### config.mk
export PLATFORM = sky130hd
export DESIGN_NAME = lcdpw_frame_bank
export DESIGN_NICKNAME = d
export VERILOG_FILES = /design/src/lcdpw_frame_bank.sv
export SDC_FILE = /design/constraint.sdc
export NUM_CORES = 2
export LEC_CHECK = 0
export BUFFER_PORTS_ARGS = -buffer_cell sky130_fd_sc_hd__buf_2
export CORE_ASPECT_RATIO = 1.4
export CORE_MARGIN = 2
export CORE_UTILIZATION = 40
export CTS_BUF_LIST = sky130_fd_sc_hd__clkbuf_2
export CTS_CLUSTER_DIAMETER = 80
export DETAILED_ROUTE_END_ITERATION = 16
export PLACE_DENSITY_LB_ADDON = 0.2
export SYNTH_ARGS = -nofsm -noshare
export SYNTH_HDL_FRONTEND = slang
export SYNTH_SLANG_ARGS = --single-unit
### constraint.sdc
create_clock -name i_clk -period 2.9 [get_ports i_clk]
set_input_delay 0.145 -clock i_clk [delete_from_list [all_inputs] [get_ports i_clk]]
set_output_delay 0.145 -clock i_clk [all_outputs]
set_load 0.01 [all_outputs]
### src/lcdpw_frame_bank.sv
// One bank of the bit-packed frame store: one write port, one read port,
// registered read data (old data on a same-cycle write). No dependencies.
`default_nettype none

module lcdpw_frame_bank #(
    parameter int DEPTH = 384,
    parameter int AW    = 9
) (
    input  wire logic          i_clk,
    input  wire logic          i_we,
    input  wire logic [AW-1:0] i_waddr,
    input  wire logic [7:0]    i_wdata,
    input  wire logic [AW-1:0] i_raddr,
    output logic      [7:0]    o_rdata
);

    logic [7:0] r_mem [DEPTH];
    logic [7:0] r_rdata;

    always_ff @(posedge i_clk) begin
        if (i_we) begin
            r_mem[i_waddr] <= i_wdata;
        end
        r_rdata <= r_mem[i_raddr];
    end

    assign o_rdata = r_rdata;

endmodule

`default_nettype wire

==> metrics <==
Avg Vias per Cell 5.52; IO Port Bufs 35; # DRC 0; Inst Count DP 9920; I/O Pins 36; Tot GR Track Use 22.4%; Post-Route Skew 0.143 ns; worst hold path class input port to register; total CTS buffers 712; vias in the first global route 65800; Slew headroom 26.3%; path depth of the worst reg2reg path 8; CTS tree yes; final wirelength 343000 um; detailed placement HPWL 225000 um; met1 Use GR 26.7%; die span in y 651 um; Initial DRC Count 5719; Worst setup EP type register; RD Place Congestion 0.887; Worst-Skew Late Latency 1.85 ns; Rows 237; Vias 62200; GRT busiest layer met2; Die ar. 303000 um^2; Seq/Total Area, Yosys 77.4%; synth warn 0; met2 Use GR 40.6%; Setup Fix Bufs, Post-CTS 0; Power Dens Cells 597 nW/um^2; clk root buf clkbuf_2; Area Overhead vs Synth 15.8%; ranking of synthesized cells by area edfxtp_1, mux4_2, nor2_1; GRT overflow 0; DR pass1 iterations 8; DRT antenna net count 0; Die X-Extent 466 um; clock-pin slew on the worst setup and hold paths 0.13 ns; Layout Cells excl Fill 11300; worst hold path cell count 9; core area 297000 um^2; CTS sink count 3080; min Tclk post-route 2.88 ns; synthesis-stage register bit count 3080; Fin. Hold Viols 0; max frequency 0.347 GHz; worst path arrival time 4.59 ns; Bufs on Longest Clock Path 4; H-tree levels 6; cell leakage power 45.5 nW; RSZ-0062 raised after global routing yes; critical path startpoint category input port; setup TNS 0 ns; asr flop ratio synth 0%; Peak supply drop 313 uV; initial antenna violation count 16; Mapped Area 119000 um^2; wire per inst 30.4 um; Net count, final 6804; syn nets 5443; crit path max fanout 7; final core area utilization 46.5%; WS Path Type input port to register; setup violators final 0; Yosys cell types 67; top cell type's share of synthesized area 77.2%; global-route wire length before repair 485000 um; CP required 4.61 ns; Avg Cell Area, Syn 22.1 um^2; period utilisation layout 99.4%; largest area contributor in the netlist edfxtp_1; Post-synth EDFFs 3072; status finished clean; Starting Density 40.2%; synthesized instance count 5415; worst hold slack 0.287 ns; share of cells above drive strength 1 39.7%; Slew @ Worst Pin 1.10 ns; met3 Track Usage GR 3.68%; largest net degree at the start of global routing 147; max-cap violations 0; fin. max-slew vios 0; Pwr Total 82.6 mW; ys flop type edfxtp_1
cells in the final DEF (no fill, tap or decap), types with 23 or more instances in the layout:
cell,n
nor2_1,428
mux2i_1,152
buf_2,23
clkbuf_2,1067
clkinv_1,139
a211oi_1,31
o21ai_0,29
o22ai_1,37
edfxtp_1,3072
buf_4,745
mux4_2,805
nand2_1,112
mux2_2,39
dlygate4sd3_1,77
a22oi_1,43
a21oi_1,40
buf_12,108
nor2b_1,29
cell usage after synthesis, drive strengths merged (35+ instances only):
master,number
edfxtp,3072
mux4,805
nor2,433
buf,177
mux2i,152
clkbuf,145
nand2,124
a22oi,44
a21oi,40
mux2,39
o22ai,37
nor2b,35
area by class of cell:
| class | count | area [um^2] |
|---|---|---|
| repair buffers | 969 | 8960 |
| clock inverters | 192 | 1210 |
| inverters | 7 | 36.3 |
| clock buffers | 1067 | 5340 |
| multi-input cells | 2006 | 25400 |
| flip-flops and latches | 3080 | 92400 |
| diodes | 8 | 20.0 |
| well taps | 3943 | 4930 |
| fillers | 25100 | 159000 |
final timing paths:
kind                       from    endpoint  slack (ns)
setup / recovery     i_raddr[6]  o_rdata[1]        0.02
hold / removal       i_raddr[3]  o_rdata[0]        0.29
setup reg to reg  r_mem[379][1]  o_rdata[1]        0.05
hold reg to reg   r_mem[331][0]  o_rdata[0]        1.11
worst max-delay path, cell delays in order:
cell and delay, ns:
dlygate4sd3_1 0.56, dlygate4sd3_1 0.63, buf_2 0.21, dlygate4sd3_1 0.77
inv_1 0.15, buf_4 0.21, nor2_1 0.82, a22oi_1 0.21
a21oi_1 0.35, nor3_1 0.20, buf_4 0.19, a31oi_1 0.12
routing by layer:
| layer | wire, um | vias to the layer above |
|---|---|---|
| met2 | 184000 | 2326 |
| met1 | 127000 | 33300 |
| met5 | 32 | - |
| met3 | 18900 | 562 |
| li1 | - | 26000 |
| met4 | 12500 | 6 |
sequential cells by signal (all words and copies together) (netlist names):
name and flops:
o_rdata 8, r_mem 3072
per-stage QoR:
step	setup slack, ns	area (um^2)
after floorplan	0.294	119000
after global placement	-1.24	131000
after detailed placement	-0.958	131000
after CTS	0.0128	138000
after global routing	0.0140	138000
final	0.0180	138000
logic make-up after synthesis:
logic type | share of synthesized area (%)
buffers and inverters | 1.46
multiplexers | 16.8
AND/OR/NAND/NOR | 2.52
flip-flops | 77.4
AO/OA/AOI/OAI | 1.82
where the power goes:
group	switching, mW	total [mW]	leakage, nW	internal [mW]
Clock	17.0	28.1	4.98	11.2
Combinational	3.23	5.40	12.8	2.17
Sequential	0.0700	49.0	27.7	48.9
timing repair:
item                       4_1_cts  5_1_grt
hold endpoints to repair      6152        0
setup endpoints to repair       12       67
hold buffers                    86        0
resized for setup               19        7
Power figures use the tool's default switching activity.
