<file path="config.mk">
export PLATFORM = sky130hd
export DESIGN_NAME = lcdpw_out_fifo
export DESIGN_NICKNAME = d
export VERILOG_FILES = /design/src/lcdpw_pkg.sv /design/src/lcdpw_out_fifo.sv
export SDC_FILE = /design/constraint.sdc
export NUM_CORES = 1
export LEC_CHECK = 0
export ABC_AREA = 1
export BUFFER_PORTS_ARGS = -buffer_cell sky130_fd_sc_hd__clkbuf_2
export CAP_MARGIN = 20
export CORE_UTILIZATION = 55
export DETAILED_ROUTE_END_ITERATION = 16
export GPL_TIMING_DRIVEN = 0
export PLACE_DENSITY = 0.73
export REMOVE_ABC_BUFFERS = 1
export SLEW_MARGIN = 0
export SYNTH_ARGS = -nofsm -noshare
export SYNTH_HDL_FRONTEND = slang
export SYNTH_SLANG_ARGS = --single-unit
</file>
<file path="constraint.sdc">
create_clock -name i_clk -period 2.25 [get_ports i_clk]
set_input_delay 0 -clock i_clk [delete_from_list [all_inputs] [get_ports i_clk]]
set_output_delay 0 -clock i_clk [all_outputs]
set_load 0.02 [all_outputs]
</file>
<file path="src/lcdpw_pkg.sv">
// Shared types and constants for the LCD controller pixel writer.
// No dependencies; the other files but lcdpw_frame_bank refer to it by scoped names.
`default_nettype none

package lcdpw_pkg;

    // request kinds on the input stream (tuser[1:0])
    localparam logic [1:0] CMD_BUS_READ   = 2'd0;
    localparam logic [1:0] CMD_BUS_WRITE  = 2'd1;
    localparam logic [1:0] CMD_FRAME_READ = 2'd2;

    // data port targets, index register bits 2..0
    localparam logic [2:0] IDX_PIXEL    = 3'd0;
    localparam logic [2:0] IDX_COLUMN   = 3'd1;
    localparam logic [2:0] IDX_ROW      = 3'd2;
    localparam logic [2:0] IDX_FUNCTION = 3'd3;

    localparam int FUNC_MODE6_BIT    = 6;
    localparam int FUNC_COL_STEP_BIT = 7;

    localparam int LINES           = 32;
    localparam int HALF_SHIFT      = 96;
    localparam int MODE6_FIRST_COL = 6;
    localparam int MODE8_FIRST_COL = 4;
    localparam int MODE8_LEAD      = 4;

    // pixel x position and byte address, two's complement
    localparam int XW   = 13;
    localparam int AW_S = 14;

    localparam int FIFO_DEPTH = 4;
    localparam int FIFO_AW    = 2;
    localparam int FIFO_CW    = 3;

    typedef enum logic [1:0] {
        K_NONE,
        K_REG,
        K_FRAME,
        K_PIXEL
    } t_kind;

    typedef struct packed {
        logic       valid;
        logic [7:0] data;
    } t_result;

endpackage

`default_nettype wire

</file>
<file path="src/lcdpw_out_fifo.sv">
// Small result queue between the frame pipeline and the output stream.
// Depends on lcdpw_pkg for its depth and the result struct.
`default_nettype none

module lcdpw_out_fifo (
    input  wire logic                          i_clk,
    input  wire logic                          i_rst_n,
    input  wire lcdpw_pkg::t_result            i_push,
    output logic                               o_valid,
    input  wire logic                          i_ready,
    output logic [7:0]                         o_data,
    output logic [lcdpw_pkg::FIFO_CW-1:0]      o_count
);

    logic [7:0]                      r_mem [lcdpw_pkg::FIFO_DEPTH];
    logic [lcdpw_pkg::FIFO_AW-1:0]   r_wp;
    logic [lcdpw_pkg::FIFO_AW-1:0]   r_rp;
    logic [lcdpw_pkg::FIFO_CW-1:0]   r_cnt;
    logic [lcdpw_pkg::FIFO_CW-1:0]   n_cnt;
    logic                            w_pop;

    assign o_valid = (r_cnt != '0);
    assign w_pop   = o_valid && i_ready;
    assign o_data  = r_mem[r_rp];
    assign o_count = r_cnt;

    always_comb begin
        n_cnt = r_cnt;
        if (i_push.valid && !w_pop) begin
            n_cnt = r_cnt + 1'b1;
        end else if (!i_push.valid && w_pop) begin
            n_cnt = r_cnt - 1'b1;
        end
    end

    always_ff @(posedge i_clk) begin
        if (!i_rst_n) begin
            r_wp  <= '0;
            r_rp  <= '0;
            r_cnt <= '0;
        end else begin
            if (i_push.valid) begin
                r_wp <= r_wp + 1'b1;
            end
            if (w_pop) begin
                r_rp <= r_rp + 1'b1;
            end
            r_cnt <= n_cnt;
        end
    end

    always_ff @(posedge i_clk) begin
        if (i_push.valid) begin
            r_mem[r_wp] <= i_push.data;
        end
    end

endmodule

`default_nettype wire

</file>
==> metrics.log, run 1 <==
[metrics] relative slew slack: 62.9%
[metrics] worst reg-to-reg path cell count: 8
[metrics] HPWL reported at the end of detailed placement: 1850 µm
[metrics] global-route wire length before repair: 4610 µm
[metrics] met2 routing resource usage after global routing: 32.5%
[metrics] TritonCTS clock tree: built
[metrics] startpoint-to-endpoint class of the critical path: reg2reg
[metrics] latest clock arrival within the worst-skew pair: 0.34 ns
[metrics] total number of H-tree levels: 2
[metrics] met1 Usage GRT: 24.9%
[metrics] slowest cell on the critical path: sky130_fd_sc_hd__dfxtp_1
[metrics] shortest clock period the worst path allows after layout: 1.81 ns
[metrics] clock transition at the registers of the reported paths: 0.11 ns
[metrics] placer congestion estimate: 0.738
[metrics] crit path to: o_count[1]
[metrics] number of max-slew violations in the final report: 0
[metrics] CP cell instances: nor2_1 -> nand2_1 -> nand2_1 -> ha_1 -> inv_1 -> fa_1 -> o21ai_0 -> nor2_1
[metrics] Data arrival, critical path: 2.05 ns
[metrics] Die Width: 56.8 µm
[metrics] outcome: completed
[metrics] die boundary height: 56.8 µm
[metrics] final sum of negative setup slack: 0 ns
[metrics] Max Buffers Root-to-Sink: 2
[metrics] kind of path behind the tightest hold check: in2reg
[metrics] I/O pins: 24
[metrics] drt first-iter violations: 52
[metrics] RR Startpoint: o_count[1]
[metrics] die footprint: 3230 µm²
[metrics] routed wire length: 2760 µm
[metrics] Yosys cell types: 17
[metrics] setup skew after layout: 0.0104 ns
[metrics] clk sink count: 41
[metrics] sequential element share of the synthesized area: 69.0%
[metrics] Min-Delay Path Depth: 2
[metrics] leading cell type in the layout, fill and taps excluded: sky130_fd_sc_hd__edfxtp_1
[metrics] Core ar.: 2810 µm²
[metrics] FF-to-FF End: o_count[1]
[metrics] Worst path max stage delay: 0.42 ns
[metrics] count of mapped cells out of synthesis: 138
[metrics] maximum achievable frequency: 0.552 GHz
[metrics] total setup violations reported at the end of the flow: 0
[metrics] GRT met3 Usage: 5.07%
[metrics] DRC violation count after routing: 0
[metrics] cell type with the largest total area after synthesis: sky130_fd_sc_hd__edfxtp_1
[metrics] critical path peak fanout: 4
[metrics] worst hold slack after final layout: 0.409 ns
[metrics] kind of end point of the critical path: flop
[metrics] average cell area after synthesis: 12.0 µm²
[metrics] kind of launch point of the worst setup path: flop
[metrics] period utilisation layout: 80.5%
[metrics] n_diodes: 0
[metrics] Initial Utilization: 59.0%
[metrics] power after layout: 2040 µW
[metrics] most used routing layer: met2
[metrics] post-synth top area share: 58.1%
[metrics] number of vias after detailed routing: 1087
[metrics] antenna violations before repair: 0
[metrics] top cells by area, synth: sky130_fd_sc_hd__edfxtp_1 58%, sky130_fd_sc_hd__dfxtp_1 11%, sky130_fd_sc_hd__o21ai_0 4.5%
[metrics] most frequent cells in the layout: 32 x sky130_fd_sc_hd__edfxtp_1, 23 x sky130_fd_sc_hd__clkbuf_2, 19 x sky130_fd_sc_hd__nor2_1
[metrics] transition time at the pin with the least slew margin: 0.555 ns
[metrics] P&R area growth vs syn: 19.7%
[metrics] count of state elements after synthesis: 41
[metrics] maximum number of pins on one net before global-route repair: 18
[metrics] Setup Buffers After CTS: 0
[metrics] final net count: 195
[metrics] Antenna Nets Post-Route: 0
[metrics] RSZ-0062 raised after global routing: no
[metrics] port bufs: 23
[metrics] fill cell count: 195
[metrics] warnings from Yosys: 0
[metrics] vias in the first global route: 1009
[metrics] worst setup slack for register-to-register paths: 0.44 ns
[metrics] cell chosen for the clock root: sky130_fd_sc_hd__clkbuf_4
[metrics] GR Overflow Total: 0
[metrics] number of placement rows: 19
[metrics] layout cell share with drive strength beyond 1: 20.2%
[metrics] overall track demand over capacity in global routing: 19.8%
[metrics] Lkg Pwr: 0.000807 µW
[metrics] required time of the worst setup path: 2.49 ns
[metrics] total clock buffers created by CTS: 5
[metrics] wire length per cell after detailed routing: 13.2 µm
[metrics] Worst setup startpoint: o_count[1]
[metrics] vias per cell: 5.20
[metrics] utilization after layout: 70.6%
[metrics] router iterations before antenna repair: 4
[metrics] post-synthesis instance area: 1650 µm²
[metrics] Worst IR Drop VDD: 846 µV
[metrics] total power density per cell area: 1030 nW/µm²
[metrics] Fin. Hold Viols: 0
[metrics] reported max-cap violation count: 0
cells by family after synthesis:
| logic type | synth area share (%) |
|---|---|
| xor gates and xnor gates | 0.530 |
| AOI/OAI and AO/OA | 10.7 |
| adders and majority gates | 4.99 |
| buffers and inverters | 4.99 |
| and+or+nand+nor | 9.76 |
| DFF | 69.0 |
final cells by class:
cell class	instances	area, µm²	area share [%]
tap	31	38.8	1.96
sequential	41	1140	57.6
timing repair buffer	34	225	11.4
clock buffer	7	55.1	2.78
inverter	16	60.1	3.03
clock inverter	1	30.0	1.52
multi-input combinational	79	430	21.7
synth_stat cells (all sizes together):
cell	instances
edfxtp	32
buf	2
dfxtp	9
nand2	15
inv	16
o21ai	19
fa	1
nor2	22
nand3	3
xor2	1
ha	5
a21oi	5
o22ai	8
critical path: cells and delay by family, from the launching register on:
kind | cells | cell delay, ns
buf+inv | 1 | 0.09
compound gates | 1 | 0.20
flops | 1 | 0.42
fa+ha+maj | 2 | 0.64
simple gates | 4 | 0.36
power breakdown:
group,switching (µW),internal [µW],total [µW],leakage (µW)
Combinational,388,209,597,0.000393
Clock,217,265,482,0.0000455
Sequential,77.2,888,965,0.000368
Total,681,1360,2040,0.000807
metrics by stage:
step                setup slack [ns]  cells  instance area, µm²
floorplan                      0.371    136                1630
global placement               0.551    190                1790
detailed placement             0.460    190                1790
CTS                            0.431    209                1980
global route                   0.249    209                1980
finish                         0.439    209                1980
timing repair:
item	4_1_cts	5_1_grt
setup endpoints to repair	0	0
resized for setup	0	0
endpoints found under the hold margin	41	0
hold buffers	11	0
registers in the layout, indices dropped and copies added, names as in the netlist, named ones only:
| signal | count |
|---|---|
| r_mem | 32 |
| o_count | 3 |
| r_rp | 2 |
| r_wp | 2 |
routing by layer:
| metal | share of wire (%) | up-vias |
|---|---|---|
| met3 | 3.2 | 4 |
| met2 | 52 | 20 |
| li1 | - | 553 |
| met5 | 0 | - |
| met1 | 44 | 510 |
| met4 | 1.2 | 0 |
worst min path at each step:
| stage | from | endpoint | slack, ns |
|---|---|---|---|
| global route | i_push[3] | r_mem[1][3] | 0.41 |
| finish | i_push[0] | r_mem[0][0] | 0.41 |
| CTS | i_push[7] | r_mem[3][7] | 0.39 |
| global placement | i_push[7] | r_mem[0][7] | 0.21 |
| detailed placement | i_push[7] | r_mem[1][7] | 0.22 |
| floorplan | i_push[0] | r_mem[0][0] | 0.1 |
Note: power is estimated with default switching activity, not from simulation.
==> inputs of run 2 (changes only) <==
- clock period: 2.25 -> 1.7 ns (I/O delays scaled with it)
==> metrics.log, run 2 (synthesized netlist as in run 1, its figures left out) <==
[metrics] outcome: completed
[metrics] Max Buffers Root-to-Sink: 2
[metrics] router iterations before antenna repair: 4
[metrics] startpoint of the most critical hold path: i_push[0]
[metrics] Lkg Pwr: 0.000824 µW
[metrics] kind of launch point of the worst setup path: flop
[metrics] shortest clock period the worst path allows after layout: 1.68 ns
[metrics] fill cell count: 190
[metrics] total setup violations reported at the end of the flow: 0
[metrics] number of placement rows: 19
[metrics] wire length per cell after detailed routing: 14.1 µm
[metrics] Switch Pwr: 971 µW
[metrics] RR Startpoint: o_count[1]
[metrics] kind of end point of the critical path: flop
[metrics] vias per cell: 5.24
[metrics] Worst path max stage delay: 0.37 ns
[metrics] Die Width: 56.8 µm
[metrics] required time of the worst setup path: 1.96 ns
[metrics] number of vias after detailed routing: 1106
[metrics] Data arrival, critical path: 1.94 ns
[metrics] startpoint-to-endpoint class of the critical path: reg2reg
[metrics] I/O pins: 24
[metrics] final net count: 197
[metrics] Antenna Nets Post-Route: 0
[metrics] Internal: 1890 µW
[metrics] TritonCTS clock tree: built
[metrics] clk sink count: 41
[metrics] die boundary height: 56.8 µm
[metrics] FF-to-FF End: o_count[2]
[metrics] switching power as a share of total power: 33.9%
[metrics] flip-flop count of the largest register after layout: 32
[metrics] Min-Delay Path Depth: 2
[metrics] Initial Utilization: 59.0%
[metrics] global-route wire length before repair: 4610 µm
[metrics] total power density per cell area: 1410 nW/µm²
[metrics] number of max-slew violations in the final report: 0
[metrics] total clock buffers created by CTS: 5
[metrics] leading cell type in the layout, fill and taps excluded: sky130_fd_sc_hd__edfxtp_1
[metrics] GR Overflow Total: 0
[metrics] Largest Register: r_mem
[metrics] critical path peak fanout: 4
[metrics] Fin. Hold Viols: 0
[metrics] cell chosen for the clock root: sky130_fd_sc_hd__clkbuf_4
[metrics] drt first-iter violations: 58
[metrics] most numerous cell on the critical path: sky130_fd_sc_hd__nand2_1
[metrics] setup skew after layout: 0.00805 ns
[metrics] utilization after layout: 72.6%
[metrics] number of buffers and inverters on the critical path: 2
[metrics] maximum achievable frequency: 0.594 GHz
[metrics] placer congestion estimate: 0.738
[metrics] kind of path behind the tightest hold check: in2reg
[metrics] overall track demand over capacity in global routing: 19.8%
[metrics] routed wire length: 2970 µm
[metrics] layout cell share with drive strength beyond 1: 26.1%
[metrics] clock transition at the registers of the reported paths: 0.11 ns
[metrics] period utilisation layout: 99.0%
[metrics] most frequent cells in the layout: 32 x sky130_fd_sc_hd__edfxtp_1, 23 x sky130_fd_sc_hd__clkbuf_2, 18 x sky130_fd_sc_hd__nor2_1, 15 x sky130_fd_sc_hd__inv_1, 14 x sky130_fd_sc_hd__o21ai_0
[metrics] total number of H-tree levels: 2
[metrics] die footprint: 3230 µm²
[metrics] Worst IR Drop VDD: 1200 µV
[metrics] Comb power frac: 32.2%
[metrics] Top Family by Delay on Critical Path: simple AND/OR/NAND/NOR gates
[metrics] worst setup slack for register-to-register paths: 0.02 ns
[metrics] n_diodes: 0
[metrics] Placed Area: 1790 µm²
[metrics] vias in the first global route: 1009
[metrics] latest clock arrival within the worst-skew pair: 0.35 ns
[metrics] maximum number of pins on one net before global-route repair: 18
[metrics] slowest cell on the critical path: sky130_fd_sc_hd__dfxtp_4
[metrics] final instance area: 2040 µm²
[metrics] reported max-cap violation count: 0
[metrics] hold path endpoint: r_mem[0][0]
[metrics] CP cell instances: nor2_2 -> nand2_2 -> nand2_4 -> ha_4 -> inv_1 -> fa_2 -> inv_1 -> nand2_1 -> nand3_1 -> nand2_1 -> nand2_1 -> nor2_1
[metrics] transition time at the pin with the least slew margin: 0.371 ns
[metrics] worst reg-to-reg path cell count: 12
[metrics] relative slew slack: 75.2%
[metrics] Core ar.: 2810 µm²
[metrics] HPWL reported at the end of detailed placement: 1850 µm
[metrics] P&R area growth vs syn: 23.1%
[metrics] Sequential Power Share: 45.2%
[metrics] DRC violation count after routing: 0
[metrics] port bufs: 23
[metrics] antenna violations before repair: 0
[metrics] share of total power in the clock network: 22.6%
[run 2: cell types whose count changed in the layout (fill, tap and decap cells not counted), sizes merged]
| cell | before | now |
|---|---|---|
| buf | 0 | 2 |
[run 2: metal layers]
metal  vias up  wire, µm  part of all wire (%)  global-route usage, %
li1        557         -                     -                      -
met1       503      1280                    43                   24.9
met2        35      1510                    51                   32.5
met3        11       113                   3.8                   5.07
met4         0        73                   2.5                   8.36
met5         -         0                     0                      0
[run 2: repair_timing]
item | 4_1_cts | 5_1_grt
setup buffers | 0 | 2
hold buffers | 11 | 0
resized for setup | 6 | 8
endpoints found under the setup margin | 10 | 3
hold endpoints to repair | 41 | 0
pin swaps | 0 | 1
[run 2: power groups by stage]
stage               sequential, µW  clock (µW)  combinational [µW]
detailed placement            1300           0                 773
global route                  1310         692                1020
global placement              1290           0                 740
finish                        1300         646                 923
CTS                           1290         656                 812
floorplan                     1310           0                 500
[run 2: worst register-to-register path: cells and delay by family (launching register included)]
family	cells	cell delay, ns
AND/OR/NAND/NOR	8	0.60
buffers and inverters	2	0.14
adder cells (fa/ha/maj)	2	0.48
flip-flops	1	0.37
[run 2: area by class of cell]
cell class / count / area [µm²] / share of cell area (%)
Clock inverter: 1 / 30.0 / 1.48
Tap cell: 31 / 38.8 / 1.91
Clock buffer: 7 / 55.1 / 2.70
Timing Repair Buffer: 36 / 240 / 11.8
Sequential cell: 41 / 1150 / 56.5
Inverter: 16 / 60.1 / 2.95
Multi-Input combinational cell: 79 / 462 / 22.7
[run 2: metrics by stage]
step	setup TNS, ns	power [µW]	instances	hold WS [ns]	setup slack, ns
floorplan	-0.299	1810	136	0.0989	-0.179
global placement	0	2030	190	0.215	0.000624
detailed placement	-0.131	2070	190	0.221	-0.0898
CTS	0	2750	209	0.394	0.00231
global route	-0.0716	3020	211	0.414	-0.0639
finish	0	2860	211	0.405	0.0177
[run 2: how the worst max path moves through the flow]
stage          cells past startpoint  slack [ns]  startpoint         end
2_1_floorplan                      8       -0.18  o_count[0]  o_count[1]
3_3_place_gp                       8      0.0006  o_count[0]  o_count[1]
3_5_place_dp                       8       -0.09  o_count[0]  o_count[1]
4_1_cts                           12       0.002  o_count[1]  o_count[2]
5_1_grt                           12       -0.06  o_count[1]  o_count[2]
6_report                          12        0.02  o_count[1]  o_count[2]
